File: src/design/lfd_pkg.sv
// Shared types, register codes and constants of the flanger delay block.
package lfd_pkg;

	localparam int CFG_IDX_W  = 8;
	localparam int CFG_DATA_W = 24;
	localparam int DIST_W     = 11;

	typedef enum logic [CFG_IDX_W-1:0] {
		CFG_PHASE_STEP    = 8'd0,
		CFG_DELAY_SPAN    = 8'd1,
		CFG_FEEDBACK_GAIN = 8'd2,
		CFG_WET_MIX       = 8'd3
	} cfg_reg_t;

	typedef struct packed {
		logic        [23:0] lfo_phase_step;
		logic        [10:0] delay_span;
		logic signed [15:0] feedback_gain;
		logic        [15:0] wet_mix;
	} cfg_t;

	typedef struct packed {
		logic              valid;
		logic [DIST_W-1:0] offset;
	} lfd_dist_t;

	localparam logic        [23:0] RST_PHASE_STEP    = 24'd22370;
	localparam logic        [10:0] RST_DELAY_SPAN    = 11'd240;
	localparam logic signed [15:0] RST_FEEDBACK_GAIN = 16'sd22938;
	localparam logic        [15:0] RST_WET_MIX       = 16'd16384;

	localparam logic [15:0] WET_FULL = 16'd32768;

	// Sine table generation, Q30 series
	localparam longint Q30_ONE = 64'sd1073741824;
	localparam longint PI_Q30  = 64'sd3373259426;
	localparam longint TAYLOR_DIV [6] = '{64'sd6, 64'sd20, 64'sd42, 64'sd72, 64'sd110, 64'sd156};

endpackage

File: src/design/lfd_if.sv


interface lfd_cfg_if import lfd_pkg::*; ();
	logic                  valid;
	logic                  ready;
	logic [CFG_IDX_W-1:0]  index;
	logic [CFG_DATA_W-1:0] data;
	modport source(output valid, output index, output data, input ready);
	modport sink(input valid, input index, input data, output ready);
endinterface

File: src/design/lfd_regs.sv
// Configuration register file with write decoder.
module lfd_regs import lfd_pkg::*; (
	input  logic   clk,
	input  logic   arst_n,
	lfd_cfg_if.sink cfg,
	output cfg_t   regs
);

	cfg_t regs_q;

	assign cfg.ready = 1'b1;
	assign regs      = regs_q;

	always_ff @(posedge clk or negedge arst_n) begin
		if (!arst_n) begin
			regs_q.lfo_phase_step <= RST_PHASE_STEP;
			regs_q.delay_span     <= RST_DELAY_SPAN;
			regs_q.feedback_gain  <= RST_FEEDBACK_GAIN;
			regs_q.wet_mix        <= RST_WET_MIX;
		end else if (cfg.valid) begin
			unique case (cfg.index)
				CFG_PHASE_STEP:    regs_q.lfo_phase_step <= cfg.data[23:0];
				CFG_DELAY_SPAN:    regs_q.delay_span     <= cfg.data[10:0];
				CFG_FEEDBACK_GAIN: regs_q.feedback_gain  <= signed'(cfg.data[15:0]);
				CFG_WET_MIX:       regs_q.wet_mix        <= cfg.data[15:0];
				default: ;
			endcase
		end
	end

endmodule

File: src/flat_wrapper.sv
// flat-port wrapper written by rule: the top's interface ports become plain ports
module lfd_regs_flat import lfd_pkg::*;
  (clk, arst_n, regs, cfg_valid, cfg_index, cfg_data, cfg_ready);
  lfd_cfg_if cfg_i ();
  input  logic clk;
  input  logic arst_n;
  output cfg_t regs;
  input wire logic [$bits(cfg_i.valid)-1:0] cfg_valid;
  input wire logic [$bits(cfg_i.index)-1:0] cfg_index;
  input wire logic [$bits(cfg_i.data)-1:0] cfg_data;
  output wire logic [$bits(cfg_i.ready)-1:0] cfg_ready;
  assign cfg_i.valid = cfg_valid;
  assign cfg_i.index = cfg_index;
  assign cfg_i.data = cfg_data;
  assign cfg_ready = cfg_i.ready;
  lfd_regs u_core (.clk(clk), .arst_n(arst_n), .cfg(cfg_i), .regs(regs));
endmodule
File: config.mk
export PLATFORM = sky130hd
export DESIGN_NAME = lfd_regs_flat
export DESIGN_NICKNAME = d
export VERILOG_FILES = /design/src/design/lfd_pkg.sv /design/src/design/lfd_if.sv /design/src/design/lfd_regs.sv /design/src/flat_wrapper.sv
export SDC_FILE = /design/constraint.sdc
export NUM_CORES = 1
export LEC_CHECK = 0
export BUFFER_PORTS_ARGS = -buffer_cell sky130_fd_sc_hd__buf_2
export CAP_MARGIN = 40
export CORE_MARGIN = 2
export CORE_UTILIZATION = 52
export CTS_CLUSTER_SIZE = 16
export DETAILED_ROUTE_END_ITERATION = 8
export GPL_TIMING_DRIVEN = 0
export HOLD_SLACK_MARGIN = 0.02
export PLACE_DENSITY = 0.85
export SYNTH_ARGS = -nofsm -noshare
export SYNTH_HDL_FRONTEND = slang
export SYNTH_SLANG_ARGS = --single-unit
File: constraint.sdc
create_clock -name clk -period 1.65 [get_ports clk]
set_input_delay 0.33 -clock clk [delete_from_list [all_inputs] [get_ports clk]]
set_output_delay 0.33 -clock clk [all_outputs]
set_load 0.03 [all_outputs]
==> flow_summary.json <==
{
  "status": "complete, no violations",
  "largest_register_ffs": 67,
  "critical_path_class": "in2reg",
  "initial_core_util_pct": 55.0,
  "wl_met3_um": 490,
  "dp_hpwl_um": 3750,
  "highest_layer": "met4",
  "drive_gt1_share_pct": 69.7,
  "p_leak_nw": 1.98,
  "die_height_um": 75.4,
  "syn_to_final_growth_pct": 30.3,
  "clk_latency_ns": 0.33,
  "first_global_vias": 1622,
  "p_int_w": 0.00262,
  "grt_pass1_wl_um": 7940,
  "r2r_slack_ns": 0.86,
  "ant_nets": 0,
  "wire_per_inst_um": 15.4,
  "crit_end": "u_core.regs[21]$_DFFE_PN0P_",
  "die-width_um": 75.4,
  "total_power_w": 0.00352,
  "r2r_cells": 1,
  "seq_power_share_pct": 50.4,
  "critPathCaptureType": "flop",
  "routed_wl_um": 5130,
  "dp.cells": 318,
  "max-slew-margin-rel_pct": 51.2,
  "cts_tree": "yes",
  "start_kind": "input pin",
  "place_congestion": 0.686,
  "drtIter0Drc": 37,
  "ir_worst_vdd_mv": 0.714,
  "cp_max_fo": 10,
  "switchingPower_w": 0.000904,
  "rows": 25,
  "ys_seq_area_share_pct": 64.3,
  "powerDensity_mw_per_mm2": 1020,
  "hold_violations": 0,
  "grt_max_degree": 35,
  "pwr-share-clk_pct": 37.5,
  "core_area_mm2": 0.00482,
  "worst_pin_slew_ns": 0.731,
  "drc": 0,
  "crit_chain": "buf_2, nor4b_4, and4b_1, buf_4, buf_6, mux2_1",
  "ctsRootBufferMaster": "clkbuf_8",
  "ys_seq_elements": 67,
  "io_pins": 103,
  "cts.repair.resized": 0,
  "die-area_mm2": 0.00568,
  "clock-sinks": 67,
  "slowest_delay_ns": 0.34,
  "cts_hold_buf": 0,
  "finalNonFillerCells": 334,
  "cts_buffers": 9,
  "syn_avg_cell_area_um2": 17.8,
  "post-route-util_pct": 71.7,
  "rsz0062_at_grt": "no",
  "worstPathRequired_ns": 1.87,
  "yosys_warnings": 0,
  "synth_cell_types": 15,
  "cts.clk_slew.worst_paths_ns": 0.07,
  "syn_inst": 149,
  "wl_met2_um": 2340,
  "nFillCells": 344,
  "nNetsFinal": 297,
  "report.final.slew_viol_count": 0,
  "groute.usage.overall_pct": 19.6,
  "grt_antenna_before_repair": 0,
  "cap_violations": 0,
  "layout_min_cycle_time_ns": 1.48,
  "cp_slowest_cell": "nor4b_4",
  "fin_crit_sh_pct": 90.0,
  "crit_start": "cfg_index[6]",
  "htreeDepth": 3,
  "portBuffers": 101,
  "tns_ns": 0,
  "antenna_cells_inserted": 0,
  "drt_first_pass_iters": 4,
  "via_count": 1660,
  "r2r_start": "u_core.regs[61]$_DFFE_PN0P_",
  "grt_overflow": 0,
  "cp.arrival_ns": 1.71,
  "min_path_type": "in2async",
  "switching_share_pct": 25.6,
  "met1_length_um": 2230,
  "finalSetupViolations": 0,
  "clock_skew_ns": 0,
  "max_freq_mhz": 674,
  "reg2reg_to": "u_core.regs[61]$_DFFE_PN0P_",
  "netlist_area_mm2": 0.00265,
  "viasPerCell": 4.97,
  "post_cts_buffers": 0,
  "clk_path_buf_depth": 2,
  "syn-num-nets": 184,
  "comb_power_share_pct": 12.1
}
-- layout make-up --
class                      count  area, µm²  share of cell area [%]
clock inverter                 5       52.6                    1.52
tap                           67       83.8                    2.43
sequential                    67       1700                    49.3
clock buffer                  11        141                    4.10
timing repair buffer         102        526                    15.2
multi-input combinational     74        873                    25.3
buffer                         8       72.6                    2.10
-- through the flow --
step                      worst slack [ns]  hold WS [ns]  cell area, µm²
after detailed placement            -0.202         0.433            3260
after global routing                0.0657         0.101            3450
final                                0.166        0.0452            3450
after global placement              -0.162         0.462            3240
after floorplan                     0.0747        0.0344            2650
after CTS                            0.170        0.0600            3450
-- power groups by stage --
stage	sequential (W)	combinational, W	clock, W
final	0.00178	0.000427	0.00132
after global routing	0.00179	0.000460	0.00143
after CTS	0.00178	0.000434	0.00136
after detailed placement	0.00180	0.000433	0
after global placement	0.00180	0.000418	0
after floorplan	0.00197	0.0000808	0
-- cell usage after synthesis, drive strengths merged --
library cell / count / share of area, %
dfstp: 21 / 21
buf: 8 / 2.7
mux2: 67 / 30
nor4b: 1 / 0.90
and4b: 1 / 0.38
and4bb: 1 / 0.47
nand4b: 1 / 0.33
nor3: 1 / 0.38
conb: 1 / 0.14
dfrtp: 46 / 43
nand4: 1 / 0.47
-- per-layer routing --
layer | global-route usage [%] | vias to the layer above
met5 | 0 | -
met2 | 29.5 | 76
met1 | 24.5 | 817
met3 | 8.07 | 8
met4 | 9.94 | 0
li1 | - | 759
-- worst min path at each step --
stage                                startpoint                           to  slack (ns)  cells after the start
floorplan                                arst_n   u_core.regs[0]$_DFFE_PN0P_        0.03                      0
global placement    u_core.regs[46]$_DFFE_PN0P_  u_core.regs[46]$_DFFE_PN0P_        0.46                      1
detailed placement                       arst_n  u_core.regs[62]$_DFFE_PN0P_        0.43                      1
CTS                                      arst_n  u_core.regs[62]$_DFFE_PN0P_        0.06                      1
global route                             arst_n  u_core.regs[62]$_DFFE_PN0P_        0.10                      1
finish                                   arst_n  u_core.regs[62]$_DFFE_PN0P_        0.05                      1
-- cell usage in the layout (no fill, tap or decap) --
| cell | Yosys | final |
|---|---|---|
| and4b_1 | 1 | 1 |
| nor3_2 | 1 | 1 |
| and4bb_1 | 1 | 1 |
| nand4_2 | 1 | 1 |
| clkinvlp_4 | 0 | 1 |
| clkbuf_1 | 0 | 1 |
| mux2_1 | 30 | 30 |
| buf_12 | 0 | 1 |
| mux2_4 | 10 | 10 |
| clkbuf_8 | 0 | 10 |
| nand4b_1 | 1 | 1 |
| bufinv_16 | 0 | 1 |
| dfstp_2 | 21 | 21 |
| buf_4 | 3 | 3 |
| mux2_2 | 27 | 27 |
| clkinv_2 | 0 | 3 |
| dfrtp_1 | 46 | 46 |
| conb_1 | 1 | 1 |
| nor4b_4 | 1 | 1 |
| buf_2 | 1 | 102 |
| buf_6 | 4 | 4 |
-- critical path: cells and delay by family --
family	cells	cell delay, ns
and+or+nand+nor	2	0.59
buffers and inverters	3	0.45
muxes	1	0.33
-- kinds of logic (layout without fill, tap and decap cells) --
logic type | count (synthesis) | count (layout) | share of synthesized area [%]
multiplexers | 67 | 67 | 29.9
flip-flops | 67 | 67 | 64.3
other | 1 | 1 | 0.142
buffers and inverters | 8 | 126 | 2.74
AND/OR/NAND/NOR | 6 | 6 | 2.93
(Power assumes the default switching activity.)
