`src/design/lfd_pkg.sv`:
```
// Shared types, register codes and constants of the flanger delay block.
package lfd_pkg;

	localparam int CFG_IDX_W  = 8;
	localparam int CFG_DATA_W = 24;
	localparam int DIST_W     = 11;

	typedef enum logic [CFG_IDX_W-1:0] {
		CFG_PHASE_STEP    = 8'd0,
		CFG_DELAY_SPAN    = 8'd1,
		CFG_FEEDBACK_GAIN = 8'd2,
		CFG_WET_MIX       = 8'd3
	} cfg_reg_t;

	typedef struct packed {
		logic        [23:0] lfo_phase_step;
		logic        [10:0] delay_span;
		logic signed [15:0] feedback_gain;
		logic        [15:0] wet_mix;
	} cfg_t;

	typedef struct packed {
		logic              valid;
		logic [DIST_W-1:0] offset;
	} lfd_dist_t;

	localparam logic        [23:0] RST_PHASE_STEP    = 24'd22370;
	localparam logic        [10:0] RST_DELAY_SPAN    = 11'd240;
	localparam logic signed [15:0] RST_FEEDBACK_GAIN = 16'sd22938;
	localparam logic        [15:0] RST_WET_MIX       = 16'd16384;

	localparam logic [15:0] WET_FULL = 16'd32768;

	// Sine table generation, Q30 series
	localparam longint Q30_ONE = 64'sd1073741824;
	localparam longint PI_Q30  = 64'sd3373259426;
	localparam longint TAYLOR_DIV [6] = '{64'sd6, 64'sd20, 64'sd42, 64'sd72, 64'sd110, 64'sd156};

endpackage

```
`src/design/lfd_lfo.sv`:
```
// Sine LFO: phase accumulator, sine table and modulated delay distance.
module lfd_lfo import lfd_pkg::*; #(
	parameter int DELAY_DEPTH     = 2048,
	parameter int SINE_TABLE_SIZE = 256
) (
	input  logic      clk,
	input  logic      arst_n,
	input  logic      start,
	input  cfg_t      regs,
	output lfd_dist_t tap
);

	localparam int IdxW = $clog2(SINE_TABLE_SIZE);
	localparam int PhW  = 32 + IdxW;

	typedef logic signed [15:0] rom_t [SINE_TABLE_SIZE];

	function automatic logic signed [15:0] quarter_sine(input longint r);
		longint x;
		longint x2;
		longint term;
		longint sum;
		x    = (PI_Q30 * r) / (2 * SINE_TABLE_SIZE);
		x2   = (x * x) / Q30_ONE;
		term = x;
		sum  = x;
		for (int i = 0; i < 6; i++) begin
			term = (-(term * x2)) / Q30_ONE;
			term = term / TAYLOR_DIV[i];
			sum  = sum + term;
		end
		if (sum < 0) sum = 0;
		if (sum > Q30_ONE) sum = Q30_ONE;
		return 16'((sum * 32767 + Q30_ONE / 2) / Q30_ONE);
	endfunction

	function automatic rom_t build_rom();
		rom_t   rom;
		longint a;
		longint q;
		longint r;
		for (int k = 0; k < SINE_TABLE_SIZE; k++) begin
			a = 4 * k;
			q = a / SINE_TABLE_SIZE;
			r = a - q * SINE_TABLE_SIZE;
			case (q)
				0:       rom[k] = quarter_sine(r);
				1:       rom[k] = quarter_sine(SINE_TABLE_SIZE - r);
				2:       rom[k] = -quarter_sine(r);
				default: rom[k] = -quarter_sine(SINE_TABLE_SIZE - r);
			endcase
		end
		return rom;
	endfunction

	// distance modulo depth by restoring subtraction, distance below 2048
	function automatic logic [DIST_W-1:0] mod_depth(input logic [DIST_W-1:0] d);
		logic [DIST_W-1:0] v;
		logic [31:0]       lim;
		v = d;
		for (int k = 7; k >= 0; k--) begin
			lim = 32'(DELAY_DEPTH) << k;
			if (32'(v) >= lim) v = v - DIST_W'(lim);
		end
		return v;
	endfunction

	localparam rom_t SineRom = build_rom();

	logic [31:0]        phase_q;
	logic               v_s1, v_s2, v_s3, v_s4, v_s5;
	logic [IdxW-1:0]    idx_s2;
	logic signed [15:0] lfo_s3;
	logic [DIST_W-1:0]  d_s4;
	logic [DIST_W-1:0]  dist_s5;
	logic [PhW-1:0]     idx_prod;
	logic [15:0]        lfo_offs;
	logic [26:0]        span_prod;

	assign idx_prod  = PhW'(phase_q) * PhW'(SINE_TABLE_SIZE);
	assign lfo_offs  = {~lfo_s3[15], lfo_s3[14:0]};
	assign span_prod = 27'(regs.delay_span) * 27'(lfo_offs);

	always_ff @(posedge clk or negedge arst_n) begin
		if (!arst_n) begin
			phase_q <= '0;
			v_s1    <= 1'b0;
			v_s2    <= 1'b0;
			v_s3    <= 1'b0;
			v_s4    <= 1'b0;
			v_s5    <= 1'b0;
		end else begin
			if (start) phase_q <= phase_q + 32'(regs.lfo_phase_step);
			v_s1 <= start;
			v_s2 <= v_s1;
			v_s3 <= v_s2;
			v_s4 <= v_s3;
			v_s5 <= v_s4;
		end
	end

	always_ff @(posedge clk) begin
		if (v_s1) idx_s2 <= idx_prod[PhW-1 -: IdxW];
		if (v_s2) lfo_s3 <= SineRom[idx_s2];
		if (v_s3) d_s4 <= span_prod[26:16];
		if (v_s4) dist_s5 <= mod_depth(d_s4);
	end

	assign tap.valid  = v_s5;
	assign tap.offset = dist_s5;

	a_dist_in_range: assert property (@(posedge clk) disable iff (!arst_n)
		tap.valid |-> (32'(tap.offset) < 32'(DELAY_DEPTH)))
		else $error("delay distance not reduced below depth");

endmodule

```
`config.mk`:
```
export PLATFORM = sky130hd
export DESIGN_NAME = lfd_lfo
export DESIGN_NICKNAME = d
export VERILOG_FILES = /design/src/design/lfd_pkg.sv /design/src/design/lfd_lfo.sv
export SDC_FILE = /design/constraint.sdc
export NUM_CORES = 1
export LEC_CHECK = 0
export ABC_AREA = 1
export BUFFER_PORTS_ARGS = -buffer_cell sky130_fd_sc_hd__buf_4
export CAP_MARGIN = 20
export CORE_UTILIZATION = 40
export CTS_CLUSTER_SIZE = 40
export DETAILED_ROUTE_END_ITERATION = 10
export PLACE_DENSITY = 0.6
export SLEW_MARGIN = 20
export SYNTH_ARGS = -nofsm -noshare
export SYNTH_HDL_FRONTEND = slang
export SYNTH_SLANG_ARGS = --single-unit
```
`constraint.sdc`:
```
create_clock -name clk -period 4.5 [get_ports clk]
set_input_delay 0.45 -clock clk [delete_from_list [all_inputs] [get_ports clk]]
set_output_delay 0.45 -clock clk [all_outputs]
set_load 0.02 [all_outputs]
```
==> reports/results.txt <==
final instance area -> 16440 um2
vias after detailed routing -> 14600
failing checks -> negative setup slack
initial antenna violation count -> 0
CP peak stage delay -> 0.55 ns
Ys Warns -> 0
multi-input logic area -> 10450 um2
relative slew slack -> 33.68%
most instantiated cells after synthesis -> nand2_1, inv_1, nand3_1, fa_1, nor2_1
Critical Path RT -> 4.63 ns
CP bufs+invs -> 6
leading area contributor after synthesis -> nand2_1
area grow syn2layout -> 16.82%
Seq. cell area -> 2307 um2
WP data arrival -> 4.82 ns
Mapped Cells -> 2140
met2 usage -> 51.04%
Mapped Avg Cell Area -> 6.576 um2
Tcrit/Tclk final -> 104.3%
Max Clk Rate -> 0.2131 GHz
distinct cell type count after synthesis -> 44
Sinks on Clock Net -> 83
first-pass GRT wire length -> 81920 um
die area -> 35930 um2
M3 GR Usage -> 4.649%
DRC -> 0
register bit total from synthesis -> 83
Layout Skew -> 0.01548 ns
largest net degree at the start of global routing -> 53
die height -> 189.6 um
num rows -> 68
CTS tree -> yes
Post-synth EDFFs -> 46
crit path kind -> reg -> reg
Setup WS post-layout -> -0.1925 ns
final count of hold timing violations -> 0
Synth Net Count -> 2443
via/cell ratio -> 5.434
crit path max fanout -> 3
PortBufs -> 49
Max Slew Vio Count -> 0
fillers -> 3604
layout cell share with drive strength beyond 1 -> 14.96%
crit-path leading delay family -> adder cells
RePlAce Congestion -> 0.9912
Worst-Margin Slew -> 0.9948 ns
placed inst area -> 15610 um2
most used cell along the critical path -> fa_1
NumNets Final -> 2530
Clk Latency, worst-skew pair -> 0.37 ns
Core Util, Final -> 47.59%
RSZ-0062 raised after global routing -> yes
share of the yosys chip area belonging to registers -> 16.40%
reg2reg start -> lfo_s3[5]
Final TNS setup -> -1.310 ns
Crit. Startpoint -> lfo_s3[5]
area share of the leading cell type in the synthesized netlist -> 17.87%
Root Driver -> clkbuf_16
Most used DFF post-synth -> edfxtp_1
initial DRC count -> 1220
endpoint class of the critical path -> flop
Cell Count, Final, Fillers Out -> 2687
area of the core -> 34540 um2
Clock Tree Buf Depth -> 2
Post-Syn Area -> 14070 um2
GRT Util Overall -> 30.09%
path depth of the worst reg2reg path -> 20
worst path cell trace -> nand2_1 > inv_2 > fa_1 > inv_2 > fa_1 > inv_1 > fa_2 > fa_1 > inv_1 > fa_1 > inv_2 > ha_4 > nand2_4 > nor4_4 > buf_4 > nand2_2 > nand2_2 > nand2_2 > nand3_2 > nand2_1
I/O Pins -> 82
remaining global-route overflow -> 0
Hold Path Class -> in -> async
MaxCap Viol Count -> 0
# setup viols final -> 11
R2R Setup Slk -> -0.19 ns
crit path max-delay cell type -> fa_1
first drt pass iteration count -> 5
htree depth -> 3
dpl cells -> 2657
outcome -> finished, violations left
Async SR Flop Fraction -> 44.58%
Tmin final -> 4.693 ns
number of buffers created by CTS -> 9
wire per inst -> 19.62 um
detailed placer's ending HPWL -> 41370 um
ant diodes -> 0
top cells by area, synth -> nand2_1, fa_1, inv_1
most numerous cell in the Yosys netlist -> nand2_1
Worst setup SP type -> flop
clk slew on worst S/H paths -> 0.08 ns
Final ANT Viol Nets -> 0
initial core utilization -> 40.74%
reg-to-reg endpoint -> d_s4[5]
GRT Max-Usage Layer -> met2
met1 Resource Use GR -> 36.93%
chip width -> 189.6 um
WL final -> 52730 um
number of global-route vias before repair -> 14640
## layout by cell type (no fill, tap or decap), drive strengths merged, types with 8 or more instances in the layout
master,Yosys,final
a21oi,101,101
a31oi,9,9
buf,42,168
clkbuf,50,9
dfrtp,37,37
edfxtp,46,46
fa,125,125
ha,108,108
inv,387,390
nand2,679,679
nand3,180,180
nand3b,8,8
nand4,28,28
nor2,129,129
nor3,11,11
o211ai,16,16
o21ai,133,133
xnor2,8,8
## state kept, by name (all words and copies together), names as in the netlist
name	count
d_s4	11
dist_s5	11
idx_s2	8
lfo_s3	16
phase_q	32
v_s1	1
v_s2	1
v_s3	1
v_s4	1
v_s5	1
## worst max-delay path by stage
stage | endpoint | slack, ns | cells past startpoint
floorplan | d_s4[10] | -0.06 | 21
global placement | d_s4[10] | -0.36 | 22
detailed placement | d_s4[10] | -0.37 | 22
CTS | d_s4[5] | -0.23 | 20
global route | d_s4[5] | -0.36 | 19
finish | d_s4[5] | -0.19 | 20
## layer usage
layer	vias up	wire, um
met5	-	0
met4	0	2846
met3	153	3737
met2	616	25150
met1	6924	20990
li1	6908	-
## kinds of logic after synthesis
family / count (synthesis) / synth area share, %
AO/OA/AOI/OAI: 289 / 11.21
XOR/XNOR: 12 / 0.7469
adder cells (fa/ha/maj): 233 / 27.39
buffers and inverters: 480 / 13.43
flip-flops: 83 / 16.40
AND/OR/NAND/NOR: 1043 / 30.83
## stage by stage
step           hold slack [ns]  setup slack, ns
3_5_place_dp            0.4054          -0.3663
6_report               0.04923          -0.1925
4_1_cts                0.06823          -0.2303
5_1_grt                0.08935          -0.3567
3_3_place_gp            0.4014          -0.3582
2_1_floorplan           0.1544         -0.05866
## area by class of cell
cell class                      count  area share (%)
Tap cell                          455           3.463
Inverter                          388           8.890
Timing Repair Buffer              168           8.311
Clock inverter                      7          0.3501
Sequential cell                    83           14.03
Multi-Input combinational cell   1577           63.58
Clock buffer                        9           1.370
## repair_timing
item	4_1_cts	5_1_grt
setup buffers	7	9
hold buffers	0	0
gates resized for setup	74	54
pin swaps	21	37
setup endpoints to repair	11	11
Power is not shown: default switching activity piles up to over one toggle a cycle in this logic, so the estimate is an artifact.
